<file path="src/rtl/ppi_pkg.sv">
// ----------------------------------------------------------------------------
// ppi_pkg
// Shared types, codes and helpers for the three-port parallel interface with
// port A strobed output handshake.
// ----------------------------------------------------------------------------
package ppi_pkg;

   // Beat kinds and register selects
   typedef enum logic [1:0] {
      KIND_READ   = 2'd0,
      KIND_WRITE  = 2'd1,
      KIND_ACK    = 2'd2,
      KIND_SRESET = 2'd3
   } kind_type;

   typedef enum logic [1:0] {
      ADDR_A    = 2'd0,
      ADDR_B    = 2'd1,
      ADDR_C    = 2'd2,
      ADDR_CTRL = 2'd3
   } addr_type;

   // Configuration register indexes
   localparam int unsigned CSR_INDEX_W = 3;
   localparam logic [CSR_INDEX_W-1:0] CSR_MODE_SET_CLEARS = 3'd0;
   localparam logic [CSR_INDEX_W-1:0] CSR_PIN_A           = 3'd1;
   localparam logic [CSR_INDEX_W-1:0] CSR_PIN_B           = 3'd2;
   localparam logic [CSR_INDEX_W-1:0] CSR_PIN_C           = 3'd3;
   localparam logic [CSR_INDEX_W-1:0] CSR_DRIVE_A         = 3'd4;
   localparam logic [CSR_INDEX_W-1:0] CSR_DRIVE_B         = 3'd5;
   localparam logic [CSR_INDEX_W-1:0] CSR_DRIVE_C         = 3'd6;

   // Reset values and control word fields
   localparam logic [7:0] CW_RESET       = 8'h9b;
   localparam logic [7:0] LATCH_RESET    = 8'hff;
   localparam logic [7:0] DRIVE_ALL_ONES = 8'hff;
   localparam logic [2:0] MODE_A_STROBED = 3'b010;
   localparam int unsigned CW_MODE_SET   = 7;
   localparam int unsigned CW_A_INPUT    = 4;
   localparam int unsigned CW_B_INPUT    = 1;
   localparam logic [2:0] BSR_INTE_A     = 3'd6;
   localparam int unsigned PC_OBF_N      = 7;
   localparam int unsigned PC_INTR_A     = 3;

   typedef struct packed {
      logic mode_set_clears;
      logic pin_a;
      logic pin_b;
      logic pin_c;
      logic drive_a;
      logic drive_b;
      logic drive_c;
   } cfg_type;

   typedef struct packed {
      kind_type   kind;
      addr_type   addr;
      logic [7:0] wdata;
      logic [7:0] pin_a;
      logic [7:0] pin_b;
      logic [7:0] pin_c;
   } req_type;

   typedef struct packed {
      logic [7:0] rdata;
      logic [7:0] out_a;
      logic       strobe_a;
      logic [7:0] out_b;
      logic       strobe_b;
      logic [7:0] out_c;
      logic       strobe_c;
   } rsp_type;

   typedef struct packed {
      logic [7:0] control_word;
      logic [7:0] latch_a;
      logic [7:0] latch_b;
      logic [7:0] latch_c;
      logic       buffer_full_a;
      logic       irq_a;
      logic       irq_enable_a;
   } state_type;

   localparam state_type STATE_RESET = '{
      control_word:  CW_RESET,
      latch_a:       LATCH_RESET,
      latch_b:       LATCH_RESET,
      latch_c:       LATCH_RESET,
      buffer_full_a: 1'b0,
      irq_a:         1'b0,
      irq_enable_a:  1'b0
   };

   // Port A strobed output mode
   function automatic logic strobed_a(input logic [7:0] cw);
      return cw[6:4] == MODE_A_STROBED;
   endfunction

   // Port C as seen on the pins, handshake bits merged in
   function automatic logic [7:0] port_c_view(input state_type s);
      logic [7:0] v;
      v = s.latch_c;
      if (strobed_a(s.control_word)) begin
         v[PC_OBF_N]  = ~s.buffer_full_a;
         v[PC_INTR_A] = s.irq_a;
      end
      return v;
   endfunction

endpackage

</file>
<file path="src/rtl/ppi_csr.sv">
// ----------------------------------------------------------------------------
// ppi_csr
// Configuration registers, written one bit at a time through a plain write
// port. Writes to unused indexes are dropped.
// ----------------------------------------------------------------------------
module ppi_csr (
   input  logic                                clock,
   input  logic                                reset,
   input  logic                                csr_write,
   input  logic [ppi_pkg::CSR_INDEX_W-1:0]     csr_index,
   input  logic                                csr_wdata,
   output ppi_pkg::cfg_type                    cfg
);
   import ppi_pkg::*;

   cfg_type cfg_ff;
   cfg_type cfg_in;

   // Decode the register index
   always_comb begin
      cfg_in = cfg_ff;
      if (csr_write) begin
         unique case (csr_index)
            CSR_MODE_SET_CLEARS: cfg_in.mode_set_clears = csr_wdata;
            CSR_PIN_A:           cfg_in.pin_a           = csr_wdata;
            CSR_PIN_B:           cfg_in.pin_b           = csr_wdata;
            CSR_PIN_C:           cfg_in.pin_c           = csr_wdata;
            CSR_DRIVE_A:         cfg_in.drive_a         = csr_wdata;
            CSR_DRIVE_B:         cfg_in.drive_b         = csr_wdata;
            CSR_DRIVE_C:         cfg_in.drive_c         = csr_wdata;
            default:             cfg_in                 = cfg_ff;
         endcase
      end
   end

   always_ff @(posedge clock) begin
      if (reset) begin
         cfg_ff <= '{mode_set_clears: 1'b1, pin_a: 1'b0, pin_b: 1'b0, pin_c: 1'b0,
                     drive_a: 1'b1, drive_b: 1'b1, drive_c: 1'b1};
      end else begin
         cfg_ff <= cfg_in;
      end
   end

   assign cfg = cfg_ff;

endmodule

</file>
<file path="src/rtl/ppi_in_stage.sv">
// ----------------------------------------------------------------------------
// ppi_in_stage
// Input register: captures one request beat and holds it until the engine
// takes it.
// ----------------------------------------------------------------------------
module ppi_in_stage (
   input  logic              clock,
   input  logic              reset,
   input  logic              req_valid,
   output logic              req_stall,
   input  ppi_pkg::req_type  req_data,
   input  logic              advance,
   output logic              in_valid,
   output ppi_pkg::req_type  in_data
);
   import ppi_pkg::*;

   logic    valid_ff;
   logic    valid_in;
   req_type data_ff;
   logic    accept;

   // Stall only while a held beat cannot move on
   assign req_stall = valid_ff & ~advance;
   assign accept    = req_valid & ~req_stall;

   always_comb begin
      if (accept) begin
         valid_in = 1'b1;
      end else if (advance) begin
         valid_in = 1'b0;
      end else begin
         valid_in = valid_ff;
      end
   end

   always_ff @(posedge clock) begin
      if (reset) begin
         valid_ff <= 1'b0;
      end else begin
         valid_ff <= valid_in;
      end
   end

   // Payload needs no reset
   always_ff @(posedge clock) begin
      if (accept) begin
         data_ff <= req_data;
      end
   end

   assign in_valid = valid_ff;
   assign in_data  = data_ff;

endmodule

</file>
<file path="src/rtl/ppi_engine.sv">
// ----------------------------------------------------------------------------
// ppi_engine
// Port latches, control word and port A handshake flags; decodes one beat per
// cycle, taken when go is high, into the next state and the result beat.
// ----------------------------------------------------------------------------
module ppi_engine (
   input  logic              clock,
   input  logic              reset,
   input  ppi_pkg::cfg_type  cfg,
   input  logic              go,
   input  ppi_pkg::req_type  in_data,
   output ppi_pkg::rsp_type  rsp
);
   import ppi_pkg::*;

   state_type  st_ff;
   state_type  st_in;
   logic       do_a;
   logic [7:0] val_a;
   logic       do_b;
   logic [7:0] val_b;
   logic       do_c;
   logic       strobed;
   logic [2:0] bsr_sel;

   assign strobed = strobed_a(st_ff.control_word);
   assign bsr_sel = in_data.wdata[3:1];

   // Work out the state update and which ports are driven
   always_comb begin
      st_in      = st_ff;
      do_a       = 1'b0;
      val_a      = '0;
      do_b       = 1'b0;
      val_b      = '0;
      do_c       = 1'b0;
      rsp        = '0;
      unique case (in_data.kind)
         KIND_READ: begin
            unique case (in_data.addr)
               ADDR_A:    rsp.rdata = cfg.pin_a ? in_data.pin_a : st_ff.latch_a;
               ADDR_B:    rsp.rdata = cfg.pin_b ? in_data.pin_b : st_ff.latch_b;
               ADDR_C:    rsp.rdata = cfg.pin_c ? in_data.pin_c : st_ff.latch_c;
               ADDR_CTRL: rsp.rdata = st_ff.control_word;
            endcase
         end
         KIND_WRITE: begin
            unique case (in_data.addr)
               ADDR_A: begin
                  st_in.latch_a = in_data.wdata;
                  do_a          = 1'b1;
                  val_a         = in_data.wdata;
                  if (strobed) begin
                     st_in.buffer_full_a = 1'b1;
                     st_in.irq_a         = 1'b0;
                     do_c                = 1'b1;
                  end
               end
               ADDR_B: begin
                  st_in.latch_b = in_data.wdata;
                  do_b          = 1'b1;
                  val_b         = in_data.wdata;
               end
               ADDR_C: begin
                  st_in.latch_c = in_data.wdata;
                  do_c          = 1'b1;
               end
               ADDR_CTRL: begin
                  if (in_data.wdata[CW_MODE_SET]) begin
                     // Mode set
                     st_in.control_word = in_data.wdata;
                     if (cfg.mode_set_clears) begin
                        st_in.latch_a       = '0;
                        st_in.latch_b       = '0;
                        st_in.latch_c       = '0;
                        st_in.buffer_full_a = 1'b0;
                        st_in.irq_a         = 1'b0;
                        st_in.irq_enable_a  = 1'b0;
                        do_a                = ~in_data.wdata[CW_A_INPUT];
                        do_b                = ~in_data.wdata[CW_B_INPUT];
                        do_c                = 1'b1;
                     end
                  end else begin
                     // Port C bit set or reset
                     st_in.latch_c[bsr_sel] = in_data.wdata[0];
                     if (strobed && (bsr_sel == BSR_INTE_A)) begin
                        st_in.irq_enable_a = in_data.wdata[0];
                        st_in.irq_a        = in_data.wdata[0] & ~st_ff.buffer_full_a;
                     end
                     do_c = 1'b1;
                  end
               end
            endcase
         end
         KIND_ACK: begin
            if (strobed && st_ff.buffer_full_a) begin
               st_in.buffer_full_a = 1'b0;
               st_in.irq_a         = st_ff.irq_enable_a;
               do_c                = 1'b1;
            end
         end
         KIND_SRESET: begin
            st_in = STATE_RESET;
            do_a  = 1'b1;
            val_a = DRIVE_ALL_ONES;
            do_b  = 1'b1;
            val_b = DRIVE_ALL_ONES;
            do_c  = 1'b1;
         end
      endcase
      // Gate the strobes with the attached drives
      if (do_a && cfg.drive_a) begin
         rsp.strobe_a = 1'b1;
         rsp.out_a    = val_a;
      end
      if (do_b && cfg.drive_b) begin
         rsp.strobe_b = 1'b1;
         rsp.out_b    = val_b;
      end
      if (do_c && cfg.drive_c) begin
         rsp.strobe_c = 1'b1;
         rsp.out_c    = port_c_view(st_in);
      end
   end

   always_ff @(posedge clock) begin
      if (reset) begin
         st_ff <= STATE_RESET;
      end else if (go) begin
         st_ff <= st_in;
      end
   end

   // A write to port A in strobed mode leaves the output buffer full
   assert property (@(posedge clock) disable iff (reset)
      go && in_data.kind == KIND_WRITE && in_data.addr == ADDR_A && strobed
      |=> st_ff.buffer_full_a && !st_ff.irq_a)
      else $error("buffer full not set by strobed port A write");

   // A soft reset returns the control word and latches
   assert property (@(posedge clock) disable iff (reset)
      go && in_data.kind == KIND_SRESET
      |=> st_ff.control_word == CW_RESET && st_ff.latch_c == LATCH_RESET
          && !st_ff.buffer_full_a)
      else $error("soft reset left state behind");

   // The interrupt never stands while the buffer is full
   assert property (@(posedge clock) disable iff (reset)
      st_ff.buffer_full_a |-> !st_ff.irq_a)
      else $error("port A interrupt raised with buffer full");

   // Outside strobed mode an acknowledge changes nothing
   assert property (@(posedge clock) disable iff (reset)
      go && in_data.kind == KIND_ACK && !strobed |=> $stable(st_ff))
      else $error("acknowledge acted outside strobed mode");

endmodule

</file>
<file path="src/rtl/ppi_rsp_stage.sv">
// ----------------------------------------------------------------------------
// ppi_rsp_stage
// Result register: holds one result beat until the receiver takes it.
// ----------------------------------------------------------------------------
module ppi_rsp_stage (
   input  logic              clock,
   input  logic              reset,
   input  logic              load,
   input  ppi_pkg::rsp_type  rsp_data,
   output logic              advance,
   output logic              rsp_valid,
   input  logic              rsp_stall,
   output ppi_pkg::rsp_type  rsp_out
);
   import ppi_pkg::*;

   logic    valid_ff;
   logic    valid_in;
   rsp_type data_ff;

   // Free when empty or when the held beat leaves this cycle
   assign advance = ~valid_ff | ~rsp_stall;

   always_comb begin
      if (load) begin
         valid_in = 1'b1;
      end else if (advance) begin
         valid_in = 1'b0;
      end else begin
         valid_in = valid_ff;
      end
   end

   always_ff @(posedge clock) begin
      if (reset) begin
         valid_ff <= 1'b0;
      end else begin
         valid_ff <= valid_in;
      end
   end

   always_ff @(posedge clock) begin
      if (load) begin
         data_ff <= rsp_data;
      end
   end

   assign rsp_valid = valid_ff;
   assign rsp_out   = data_ff;

   // A result never gets overwritten while held
   assert property (@(posedge clock) disable iff (reset)
      load |-> advance)
      else $error("result register loaded while stalled");

endmodule

</file>
<file path="src/rtl/parallel_port_interface_mode1_out_top.sv">
// ----------------------------------------------------------------------------
// parallel_port_interface_mode1_out_top
// Three-port parallel interface with port A strobed output handshake.
//
//   Channel | Direction | Handshake              | Payload
//   req     | in        | req_valid / req_stall  | kind, addr, wdata, pin_a..c
//   rsp     | out       | rsp_valid / rsp_stall  | rdata, out_a..c, strobe_a..c
//   csr     | in        | csr_write              | csr_index, csr_wdata
//
// One beat a cycle while rsp is not stalled; a request passes through the input
// register, then is decoded into the result register, which drives rsp.
// The state update for a beat happens as it leaves the input register.
// Reset is synchronous: returns the port state, flags and configuration to
// their reset values.
// A stall on rsp holds the result register and then the input register;
// req_stall rises only when both are full.
// ----------------------------------------------------------------------------
module parallel_port_interface_mode1_out_top (
   input  logic                                clock,
   input  logic                                reset,
   input  logic                                req_valid,
   output logic                                req_stall,
   input  logic [1:0]                          req_kind,
   input  logic [1:0]                          req_addr,
   input  logic [7:0]                          req_wdata,
   input  logic [7:0]                          req_pin_a,
   input  logic [7:0]                          req_pin_b,
   input  logic [7:0]                          req_pin_c,
   output logic                                rsp_valid,
   input  logic                                rsp_stall,
   output logic [7:0]                          rsp_rdata,
   output logic [7:0]                          rsp_out_a,
   output logic                                rsp_strobe_a,
   output logic [7:0]                          rsp_out_b,
   output logic                                rsp_strobe_b,
   output logic [7:0]                          rsp_out_c,
   output logic                                rsp_strobe_c,
   input  logic                                csr_write,
   input  logic [ppi_pkg::CSR_INDEX_W-1:0]     csr_index,
   input  logic                                csr_wdata
);
   import ppi_pkg::*;

   cfg_type cfg;
   req_type req_data;
   req_type in_data;
   rsp_type rsp_next;
   rsp_type rsp_out;
   logic    in_valid;
   logic    advance;
   logic    go;

   // Pack the request beat
   assign req_data = '{kind:  kind_type'(req_kind),
                       addr:  addr_type'(req_addr),
                       wdata: req_wdata,
                       pin_a: req_pin_a,
                       pin_b: req_pin_b,
                       pin_c: req_pin_c};

   // Move a held beat on when the result register has room
   assign go = in_valid & advance;

   ppi_csr u_csr (
      .clock     (clock),
      .reset     (reset),
      .csr_write (csr_write),
      .csr_index (csr_index),
      .csr_wdata (csr_wdata),
      .cfg       (cfg)
   );

   ppi_in_stage u_in_stage (
      .clock     (clock),
      .reset     (reset),
      .req_valid (req_valid),
      .req_stall (req_stall),
      .req_data  (req_data),
      .advance   (advance),
      .in_valid  (in_valid),
      .in_data   (in_data)
   );

   ppi_engine u_engine (
      .clock   (clock),
      .reset   (reset),
      .cfg     (cfg),
      .go      (go),
      .in_data (in_data),
      .rsp     (rsp_next)
   );

   ppi_rsp_stage u_rsp_stage (
      .clock     (clock),
      .reset     (reset),
      .load      (go),
      .rsp_data  (rsp_next),
      .advance   (advance),
      .rsp_valid (rsp_valid),
      .rsp_stall (rsp_stall),
      .rsp_out   (rsp_out)
   );

   // Unpack the result beat
   assign rsp_rdata    = rsp_out.rdata;
   assign rsp_out_a    = rsp_out.out_a;
   assign rsp_strobe_a = rsp_out.strobe_a;
   assign rsp_out_b    = rsp_out.out_b;
   assign rsp_strobe_b = rsp_out.strobe_b;
   assign rsp_out_c    = rsp_out.out_c;
   assign rsp_strobe_c = rsp_out.strobe_c;

   // The input side stalls only behind a full, stalled result register
   assert property (@(posedge clock) disable iff (reset)
      req_stall |-> rsp_valid && rsp_stall && in_valid)
      else $error("request stalled with room downstream");

endmodule
</file>
<file path="config.mk">
export PLATFORM = sky130hd
export DESIGN_NAME = parallel_port_interface_mode1_out_top
export DESIGN_NICKNAME = d
export VERILOG_FILES = /design/src/rtl/ppi_pkg.sv /design/src/rtl/ppi_csr.sv /design/src/rtl/ppi_in_stage.sv /design/src/rtl/ppi_engine.sv /design/src/rtl/ppi_rsp_stage.sv /design/src/rtl/parallel_port_interface_mode1_out_top.sv
export SDC_FILE = /design/constraint.sdc
export NUM_CORES = 1
export LEC_CHECK = 0
export BUFFER_PORTS_ARGS = -buffer_cell sky130_fd_sc_hd__buf_2
export CAP_MARGIN = 20
export CORE_MARGIN = 1.5
export CORE_UTILIZATION = 55
export CTS_BUF_LIST = sky130_fd_sc_hd__clkbuf_8
export DETAILED_ROUTE_END_ITERATION = 10
export GPL_ROUTABILITY_DRIVEN = 0
export HOLD_SLACK_MARGIN = 0.08
export PLACE_DENSITY = 0.77
export SYNTH_ARGS = -nofsm -noshare
export SYNTH_HDL_FRONTEND = slang
export SYNTH_HIERARCHICAL = 1
export SYNTH_SLANG_ARGS = --single-unit
</file>
<file path="constraint.sdc">
create_clock -name clock -period 4.3 [get_ports clock]
set_input_delay 0.645 -clock clock [delete_from_list [all_inputs] [get_ports clock]]
set_output_delay 0.645 -clock clock [all_outputs]
set_load 0.02 [all_outputs]
</file>
**After elaboration in Yosys (flattened, before gate mapping)**

Cells that the tools add are included.

- Flip-flop bits (word level): 115
- Logic and storage cells: 141

- Magnitude comparators: 2
- Equal/unequal tests: 23
- Multiplexer cells: 50
- Bitwise logic cells: 13
- Reductions and logical operators: 23

Operators by type and width:

| operator | count |
|---|---|
| $pmux 8 s2 | 5 |
| $pmux 32 s2 | 1 |
| $mux 8 | 7 |
| $pmux 8 s4 | 1 |
| $mux 27 | 1 |
| $mux 24 | 1 |
| $mux 1 | 19 |
| $ne 3x3->1 const B | 5 |
| $reduce_and 5->1 | 3 |
| $reduce_and 2->1 | 7 |
| $eq 3x2->1 const B | 4 |
| $eq 3x3->1 const B | 4 |
| $pmux 1 s2 | 5 |
| $bwmux 8 | 1 |
| $eq 2x2->1 const B | 4 |
| $mux 2 | 4 |
| $not 1->1 | 8 |
| $logic_and 1x1->1 | 6 |
| $pmux 1 s3 | 2 |
| $pmux 2 s3 | 1 |
| $reduce_bool 2->1 | 3 |
| $and 1x1->1 | 4 |
| $eq 2x1->1 const B | 2 |
| $logic_not 2->1 | 2 |
| other kinds (10) | 11 |

**Longest topological paths before layout**

Gate-level depths: netlist of the first run.

- Word-level depth: 10
- Mapped depth: 8
- Gate-level depth less buffers: 7

**By module**

The synthesis of the first run kept the hierarchy.

Modules (own cells, without submodules):

| module | instances | cells each | area an instance (um2) | sequential area each (um2) |
|---|---|---|---|---|
| ppi_engine | 1 | 353 | 2904.0 | 700.7 |
| ppi_in_stage | 1 | 40 | 1131.1 | 1101.1 |
| ppi_rsp_stage | 1 | 39 | 1083.5 | 1071.0 |
| ppi_csr | 1 | 31 | 337.8 | 140.1 |
| parallel_port_interface_mode1_out_top | 1 | 1 | 6.3 | 0.0 |

**Worst setup path after synthesis of the first run**

No wires, ideal clock.

- Path type: input port to flip-flop
- Start: input port rsp_stall
- End: register u_engine/st_ff[16] (netlist bit)
- Library setup time: 0.122 ns
- Arrival: 2.838 ns
- Required time: 4.178 ns
- Slack: 1.340 ns
- Stages on the path: 7
- Path buffers: 1
- Path through: nand2_1 > and2_1 > buf_6 > clkinv_1 > nor2_2 > nand2_1 > a221o_1

- Cells in the longest elaborated chain, start to end: 4

Ends and longest elaborated chain:

| element | RTL line | source |
|---|---|---|
| start, declared | parallel_port_interface_mode1_out_top.sv:30 | `input logic rsp_stall,` |
| $not 1->1 | ppi_rsp_stage.sv:22 | `assign advance = ~valid_ff \| ~rsp_stall;` |
| $or 1x1->1 | ppi_rsp_stage.sv:22 |  |
| $and 1x1->1 | parallel_port_interface_mode1_out_top.sv:62 | `assign go = in_valid & advance;` |
| net go | parallel_port_interface_mode1_out_top.sv:51 | `logic go;` |
| $reduce_and 5->1 (no line) | - |  |
| end signal, assigned | ppi_engine.sv:130 | `st_ff <= st_in;` |
| end, declared | ppi_engine.sv:16 | `state_type st_ff;` |

The timed path passes the listed nets, and every way through them passes these cells.
A chain may end at the register's enable or synchronous reset.

**Final worst setup path of the first run**

- Start: register u_in_stage.data_ff, in the netlist u_in_stage/in_data[32]
- End: register u_rsp_stage.data_ff, in the netlist u_rsp_stage/rsp_out[5], data pin

- Cells in the longest elaborated chain, start to end: 4
- Elaborated cells between the ends (all ways): 8

Ends and longest elaborated chain:

| element | RTL line | source |
|---|---|---|
| start, declared | ppi_in_stage.sv:20 | `req_type data_ff;` |
| start signal, assigned | ppi_in_stage.sv:48 | `data_ff <= req_data;` |
| $eq 2x2->1 or $logic_not 2->1 (tied branches) | ppi_engine.sv:48 | `unique case (in_data.addr)` |
| $pmux 1 s3 | ppi_engine.sv:48 |  |
| $pmux 1 s3 | ppi_engine.sv:38 | `unique case (in_data.kind)` |
| $logic_and 1x1->1 | ppi_engine.sv:120 | `if (do_c && cfg.drive_c) begin` |
| end signal, assigned | ppi_rsp_stage.sv:44 | `data_ff <= rsp_data;` |
| end, declared | ppi_rsp_stage.sv:19 | `rsp_type data_ff;` |

Parallel ways exist; a longest one is shown, timed or not.

==> results of run 1 <==
[power breakdown]
| part | switching, mW | leakage [nW] | internal [mW] | total (mW) |
|---|---|---|---|---|
| Clock | 0.426 | 0.214 | 0.576 | 1.00 |
| Sequential | 0.0463 | 1.04 | 1.23 | 1.28 |
| Combinational | 0.167 | 1.10 | 0.103 | 0.269 |
| Total | 0.639 | 2.36 | 1.91 | 2.55 |
[cell families after synthesis]
| family | after synthesis | share of synthesized area [%] |
|---|---|---|
| DFF | 115 | 55.2 |
| adders and majority gates | 5 | 1.15 |
| AOI/OAI and AO/OA | 127 | 18.3 |
| buffers and inverters | 43 | 4.03 |
| and+or+nand+nor | 138 | 14.3 |
| muxes | 36 | 7.05 |
[final timing paths]
| kind | to | slack (ns) |
|---|---|---|
| setup / recovery | u_rsp_stage/rsp_out[5] | 1.50 |
| hold / removal | u_in_stage/in_data[21] | 0.38 |
| setup reg to reg | u_rsp_stage/rsp_out[5] | 1.50 |
| hold reg to reg | u_engine/st_ff[34] | 0.46 |
[per-stage QoR]
stage / util (%) / cells / worst slack [ns] / hold WS [ns]
after floorplan: - / 464 / 1.34 / 0.420
after global placement: 60.7 / 649 / 1.70 / 0.441
after detailed placement: 60.7 / 649 / 1.62 / 0.446
after CTS: 64.8 / 681 / 1.63 / 0.358
after global routing: 64.8 / 681 / 1.44 / 0.353
final: 64.8 / 681 / 1.50 / 0.376
[cell usage in the layout, fill, tap and decap left out, types with 5 or more instances in the layout]
cell type and n:
o22ai_1 5, inv_1 15, nor2_1 40, clkbuf_8 18
mux2i_1 19, or2_2 8, a221o_1 18, o21ai_0 9
a221oi_1 16, ha_1 5, mux2_2 16, nand2b_1 8
dfxtp_1 44, buf_2 81, nand2_1 27, nor2b_1 8
edfxtp_1 71, nand3b_1 5, a21oi_1 33, nand4b_1 7
nor3_1 6
[flip-flops by register name (all words and copies together), names as in the netlist]
signal / flops
u_in_stage/in_data: 36
u_engine/st_ff: 35
u_rsp_stage/rsp_out: 35
u_csr/cfg: 7
u_in_stage/in_valid: 1
u_rsp_stage/rsp_valid: 1
[layout make-up]
cell class | count | share of cell area [%]
sequential | 115 | 48.0
multi-input combinational | 306 | 35.6
timing repair buffer | 83 | 6.69
clock buffer | 18 | 3.95
tap | 133 | 2.65
clock inverter | 14 | 2.37
inverter | 12 | 0.717
[layer usage]
| layer | vias to the layer above | global-route usage [%] | wire length [µm] |
|---|---|---|---|
| met3 | 39 | 7.86 | 1430 |
| li1 | 1938 | - | - |
| met4 | 0 | 12.0 | 351 |
| met2 | 286 | 38.1 | 5980 |
| met1 | 1988 | 35.3 | 5580 |
| met5 | - | 0 | 0 |
[worst register-to-register path: stages, from the launching register on]
cell      delay [ns]
edfxtp_1        0.43
inv_1           0.13
ha_1            0.81
nor2_1          0.39
a21oi_1         0.30
o22ai_1         0.14
nor3_1          0.35
==> run_results.csv, run 1 <==
group,metric,value,unit
run_status,status,"finished, violations left",
run_status,violations,"DRC",
clocking,clkSinkCount,115,
clocking,post_cts.repair.setup_buffers,0,
synth,avgSynthCellArea,11.8,µm²
setup_path,cpMaxStageDelayCell,"ha_1",
setup_path,arrival,2.99,ns
sta,report.final.slew_viol_count,0,
setup_path,r2r_cells,6,
synth,syn-num-nets,514,
setup_path,crit_path_end_kind,"register",
route,drt-initial-drc-count,484,
setup_path,critPathKind,"register to register",
synth,ys_top_cells_by_count,"71 x edfxtp_1, 44 x dfxtp_1, 40 x nor2_1",
finish,antenna_cells,0,
sta,fin_setup_tns,0,ns
synth,synth_seq_cells,115,
global_route,first_global_vias,3793,
job,drv_cap,0,
setup_path,start_kind,"register",
clocking,ctsResizeCount,0,
die,rows,36,
finish,fill_cells,768,
synth,syn_inst,464,
route,ant_nets,0,
setup_path,cp.depth,6,
hold_path,min_path_type,"input pin to register",
sta,setup_viol,0,
finish,postLayoutCellArea,6280,µm²
die,die_h,103,µm
synth,yosysTopAreaCell,"edfxtp_1",
power,p_per_area,406,nW/µm²
clocking,h-tree-depth,4,
setup_path,path_cells,"inv_1, ha_1, nor2_1, a21oi_1, o22ai_1, nor3_1",
finish,multi_input_area,2240,µm²
synth,synthTopCellsByArea,"edfxtp_1 39%, dfxtp_1 16%, mux2i_1 3.5%, a221o_1 3.3%, mux2_2 3.3%",
sta,min_period_over_period,65.1,%
sta,slew_headroom,28.2,%
sta,tightestPinTransition,1.08,ns
synth,synth_edf_count,71,
die,die_w,103,µm
clocking,ctsHoldBuffers,0,
global_route,grt_pass1_wl,20000,µm
sta,rsz0062_at_grt,"false",
synth,synth_area,5460,µm²
clocking,cts_root_buf,"clkbuf_8",
sta,period_minus_slack,2.80,ns
global_route,grt_remaining_overflow,0,
route,avgRoutedWirePerCell,19.6,µm
global_route,grt.total_usage,25.9,%
global_route,grt_max_degree,47,
global_route,grt_antenna_before_repair,0,
synth,yosysUniqueCellTypes,69,
sta,fmax,357,MHz
synth,synth.most_common_cell,"edfxtp_1",
die,die_area,10500,µm²
finish,register_area,3010,µm²
route,vias,4251,
placement,port_buffers,81,
finish,synthToLayoutAreaGrowth,15.0,%
setup_path,startpoint,"u_in_stage/in_data[32]",
synth,ys.flop_type,"edfxtp_1",
route,postRouteWirelength,13300,µm
finish,fin_nets,585,
synth,synth_top_area_share,39.0,%
die,io_pins,82,
die,coreArea,9680,µm²
route,viasPerCell,6.24,
power,p_leak,2.36,nW
clocking,cts_tree,"yes",
setup_path,critPathMaxFanout,21,
setup_path,path_buf_inv,1,
power,power,2.55,mW
die,start_util,56.4,%
synth,async_reset_ff_share,0,%
sta,fin_worst_skew,0.0113,ns
setup_path,worst_ep_required_time,4.49,ns
hold_path,hold_depth,1,
sta,hold_violations,0,
placement,placed_cell_area,5880,µm²
route,drcViolationCount,1,
setup_path,cp_slowest_stage_delay,0.81,ns
synth,yosysSeqAreaShare,55.2,%
hold_path,holdCritStartpoint,"req_pin_a[5]",
clocking,clk_pin_slew,0.07,ns
clocking,ctsLongestPathBuffers,2,
synth,yosys_warnings,6,
clocking,worstSkewPairLatency,0.44,ns
setup_path,reg2reg_from,"u_in_stage/in_data[32]",
placement,dp_hpwl,8770,µm
finish,layout-drive-gt1-share,28.6,%
setup_path,critPathTopFamily,"adder cells",
power,vdd_drop_max,0.299,mV
clocking,numCtsBuffers,17,
route,first_pass_iters,8,
No activity file was read; power rests on OpenSTA's default activity.
==> run 2: changes to the inputs <==
- CORE_UTILIZATION: 55 -> 53
- PLACE_DENSITY: 0.77 -> 0.78
- clock period: 4.3 -> 2.35 ns (I/O delays scaled with it)
==> run 2 against run 1 <==
The flow now finishes without violations. Setup slack got worse by 1.4 ns. Non-clock buffer count rose by 42. Final cell count rose by 6.2%. Sequential share of layout area fell by 2.8 points. Clock skew rose by 0.0020 ns. Clock power rose by 87%. Global-route usage rose by 0.64 points. Routed wire length rose by 4.3%. Register-to-register slack got worse by 1.4 ns. Critical path type unchanged. Critical endpoint is now u_rsp_stage/rsp_out[4]. Largest cell class unchanged. Highest routed layer is now met5.
==> run_results.csv, run 2 (synthesized netlist as in run 1, its figures left out) <==
group,metric,value,unit
run_status,status,"finished, final reports clean",
setup_path,critPathMaxFanout,9,
die,die_h,105,µm
global_route,first_global_vias,4302,
route,ant_nets,0,
die,die_w,105,µm
sta,rsz0062_at_grt,"false",
global_route,grt_use_met2,41.6,%
route,viasPerCell,6.23,
global_route,grt_remaining_overflow,0,
setup_path,critPathKind,"register to register",
placement,preCtsSetupSlack,0.116,ns
sta,fin_worst_skew,0.0133,ns
sta,setup_viol,0,
power,p_leak,2.53,nW
global_route,grt_antenna_before_repair,1,
finish,postLayoutCellArea,6670,µm²
sta,hold_violations,0,
clocking,cts_root_buf,"clkbuf_8",
finish,antenna_cells,0,
sta,report.final.slew_viol_count,0,
sta,slew_headroom,52.8,%
finish,synthToLayoutAreaGrowth,22.0,%
clocking,worstSkewPairLatency,0.44,ns
clocking,clk_pin_slew,0.07,ns
die,io_pins,82,
clocking,clkSinkCount,115,
global_route,grt.total_usage,26.5,%
finish,fill_cells,714,
setup_path,crit_path_end_kind,"register",
clocking,h-tree-depth,4,
route,avgRoutedWirePerCell,19.2,µm
route,drcViolationCount,0,
die,rows,36,
setup_path,worst_ep_required_time,2.52,ns
sta,setup_slack,0.121,ns
clocking,post_cts.repair.setup_buffers,0,
placement,dp_hpwl,9400,µm
route,vias,4506,
setup_path,start_kind,"register",
hold_path,min_path_type,"input pin to register",
finish,final_util,67.6,%
sta,fmax,449,MHz
power,p_per_area,714,nW/µm²
finish,mostFrequentLayoutCell,"buf_2",
route,postRouteWirelength,13900,µm
die,coreArea,9860,µm²
sta,tightestPinTransition,0.709,ns
die,start_util,55.4,%
finish,largest_reg_flops,36,
clocking,cts_tree,"yes",
finish,fin_nets,627,
sta,period_minus_slack,2.23,ns
clocking,ctsLongestPathBuffers,2,
setup_path,arrival,2.40,ns
route,first_pass_iters,6,
global_route,use_met1,34.3,%
finish,layout_common_cells,"81 x buf_2, 71 x edfxtp_1, 44 x dfxtp_1",
placement,port_buffers,81,
clocking,numCtsBuffers,17,
route,drt-initial-drc-count,591,
global_route,busiest_layer,"met2",
finish,layout-drive-gt1-share,30.5,%
sta,min_period_over_period,94.9,%
sta,fin_setup_tns,0,ns
power,vdd_drop_max,0.460,mV
global_route,grt_max_degree,40,
job,drv_cap,0,
global_route,grt_pass1_wl,22100,µm
die,die_area,10900,µm²
placement,placed_cell_area,6020,µm²
global_route,use_met3,6.08,%
## run 2: changes by cell type in the layout (fill, tap and decap cells not counted)
cell	before	now
dlygate4sd3_1	0	24
buf_4	2	20
inv_6	1	6
inv_1	15	11
clkinv_2	4	1
clkinv_4	0	3
bufinv_16	3	2
clkbuf_8	18	17
ha_1	5	4
ha_2	0	1
inv_8	0	1
## run 2: path summary, 6_finish.rpt
check	slack, ns	end	from	depth (start not counted)
min	0.09	u_in_stage/in_data[24]	req_wdata[0]	1
max	0.12	u_rsp_stage/rsp_out[4]	u_in_stage/in_data[32]	7
min reg2reg	0.46	u_engine/st_ff[34]	u_engine/st_ff[34]	2
max reg2reg	0.12	u_rsp_stage/rsp_out[4]	u_in_stage/in_data[32]	7
## run 2: per-layer routing
metal / vias to the layer above / share of wire (%)
met5: - / 0.24
li1: 2021 / -
met1: 2087 / 40
met4: 2 / 3.7
met3: 68 / 10
met2: 328 / 46
## run 2: per-stage QoR
step	power (mW)	hold WS, ns	instances
floorplan	2.70	0.420	464
global placement	2.87	0.433	667
detailed placement	2.89	0.443	667
CTS	4.77	0.0801	722
global route	4.92	0.0805	723
finish	4.76	0.0894	723
## run 2: final cells by class
| class | count | area [µm²] | share of cell area [%] |
|---|---|---|---|
| Timing Repair Buffer | 125 | 796 | 11.9 |
| Multi-Input combinational cell | 306 | 2240 | 33.6 |
| Clock inverter | 15 | 170 | 2.55 |
| Tap cell | 133 | 166 | 2.50 |
| Sequential cell | 115 | 3010 | 45.2 |
| Clock buffer | 17 | 234 | 3.51 |
| Inverter | 12 | 45.0 | 0.676 |
## run 2: critical path, cell delays in order (launching register included)
cell      delay (ns)
edfxtp_1        0.42
inv_1           0.13
ha_1            0.42
o21a_1          0.28
o21ai_0         0.13
a221o_1         0.40
nor2_1          0.11
a211oi_1        0.06
## run 2: repair_timing
action,CTS,global route
endpoints found under the hold margin,23,1
resized for setup,0,1
endpoints found under the setup margin,0,8
hold buffers,23,1
## run 2: where the power goes
| group | total, mW | switching [mW] | internal, mW |
|---|---|---|---|
| combinational | 0.554 | 0.320 | 0.234 |
| sequential | 2.34 | 0.0806 | 2.26 |
| clock | 1.87 | 0.898 | 0.969 |
| total | 4.76 | 1.30 | 3.46 |
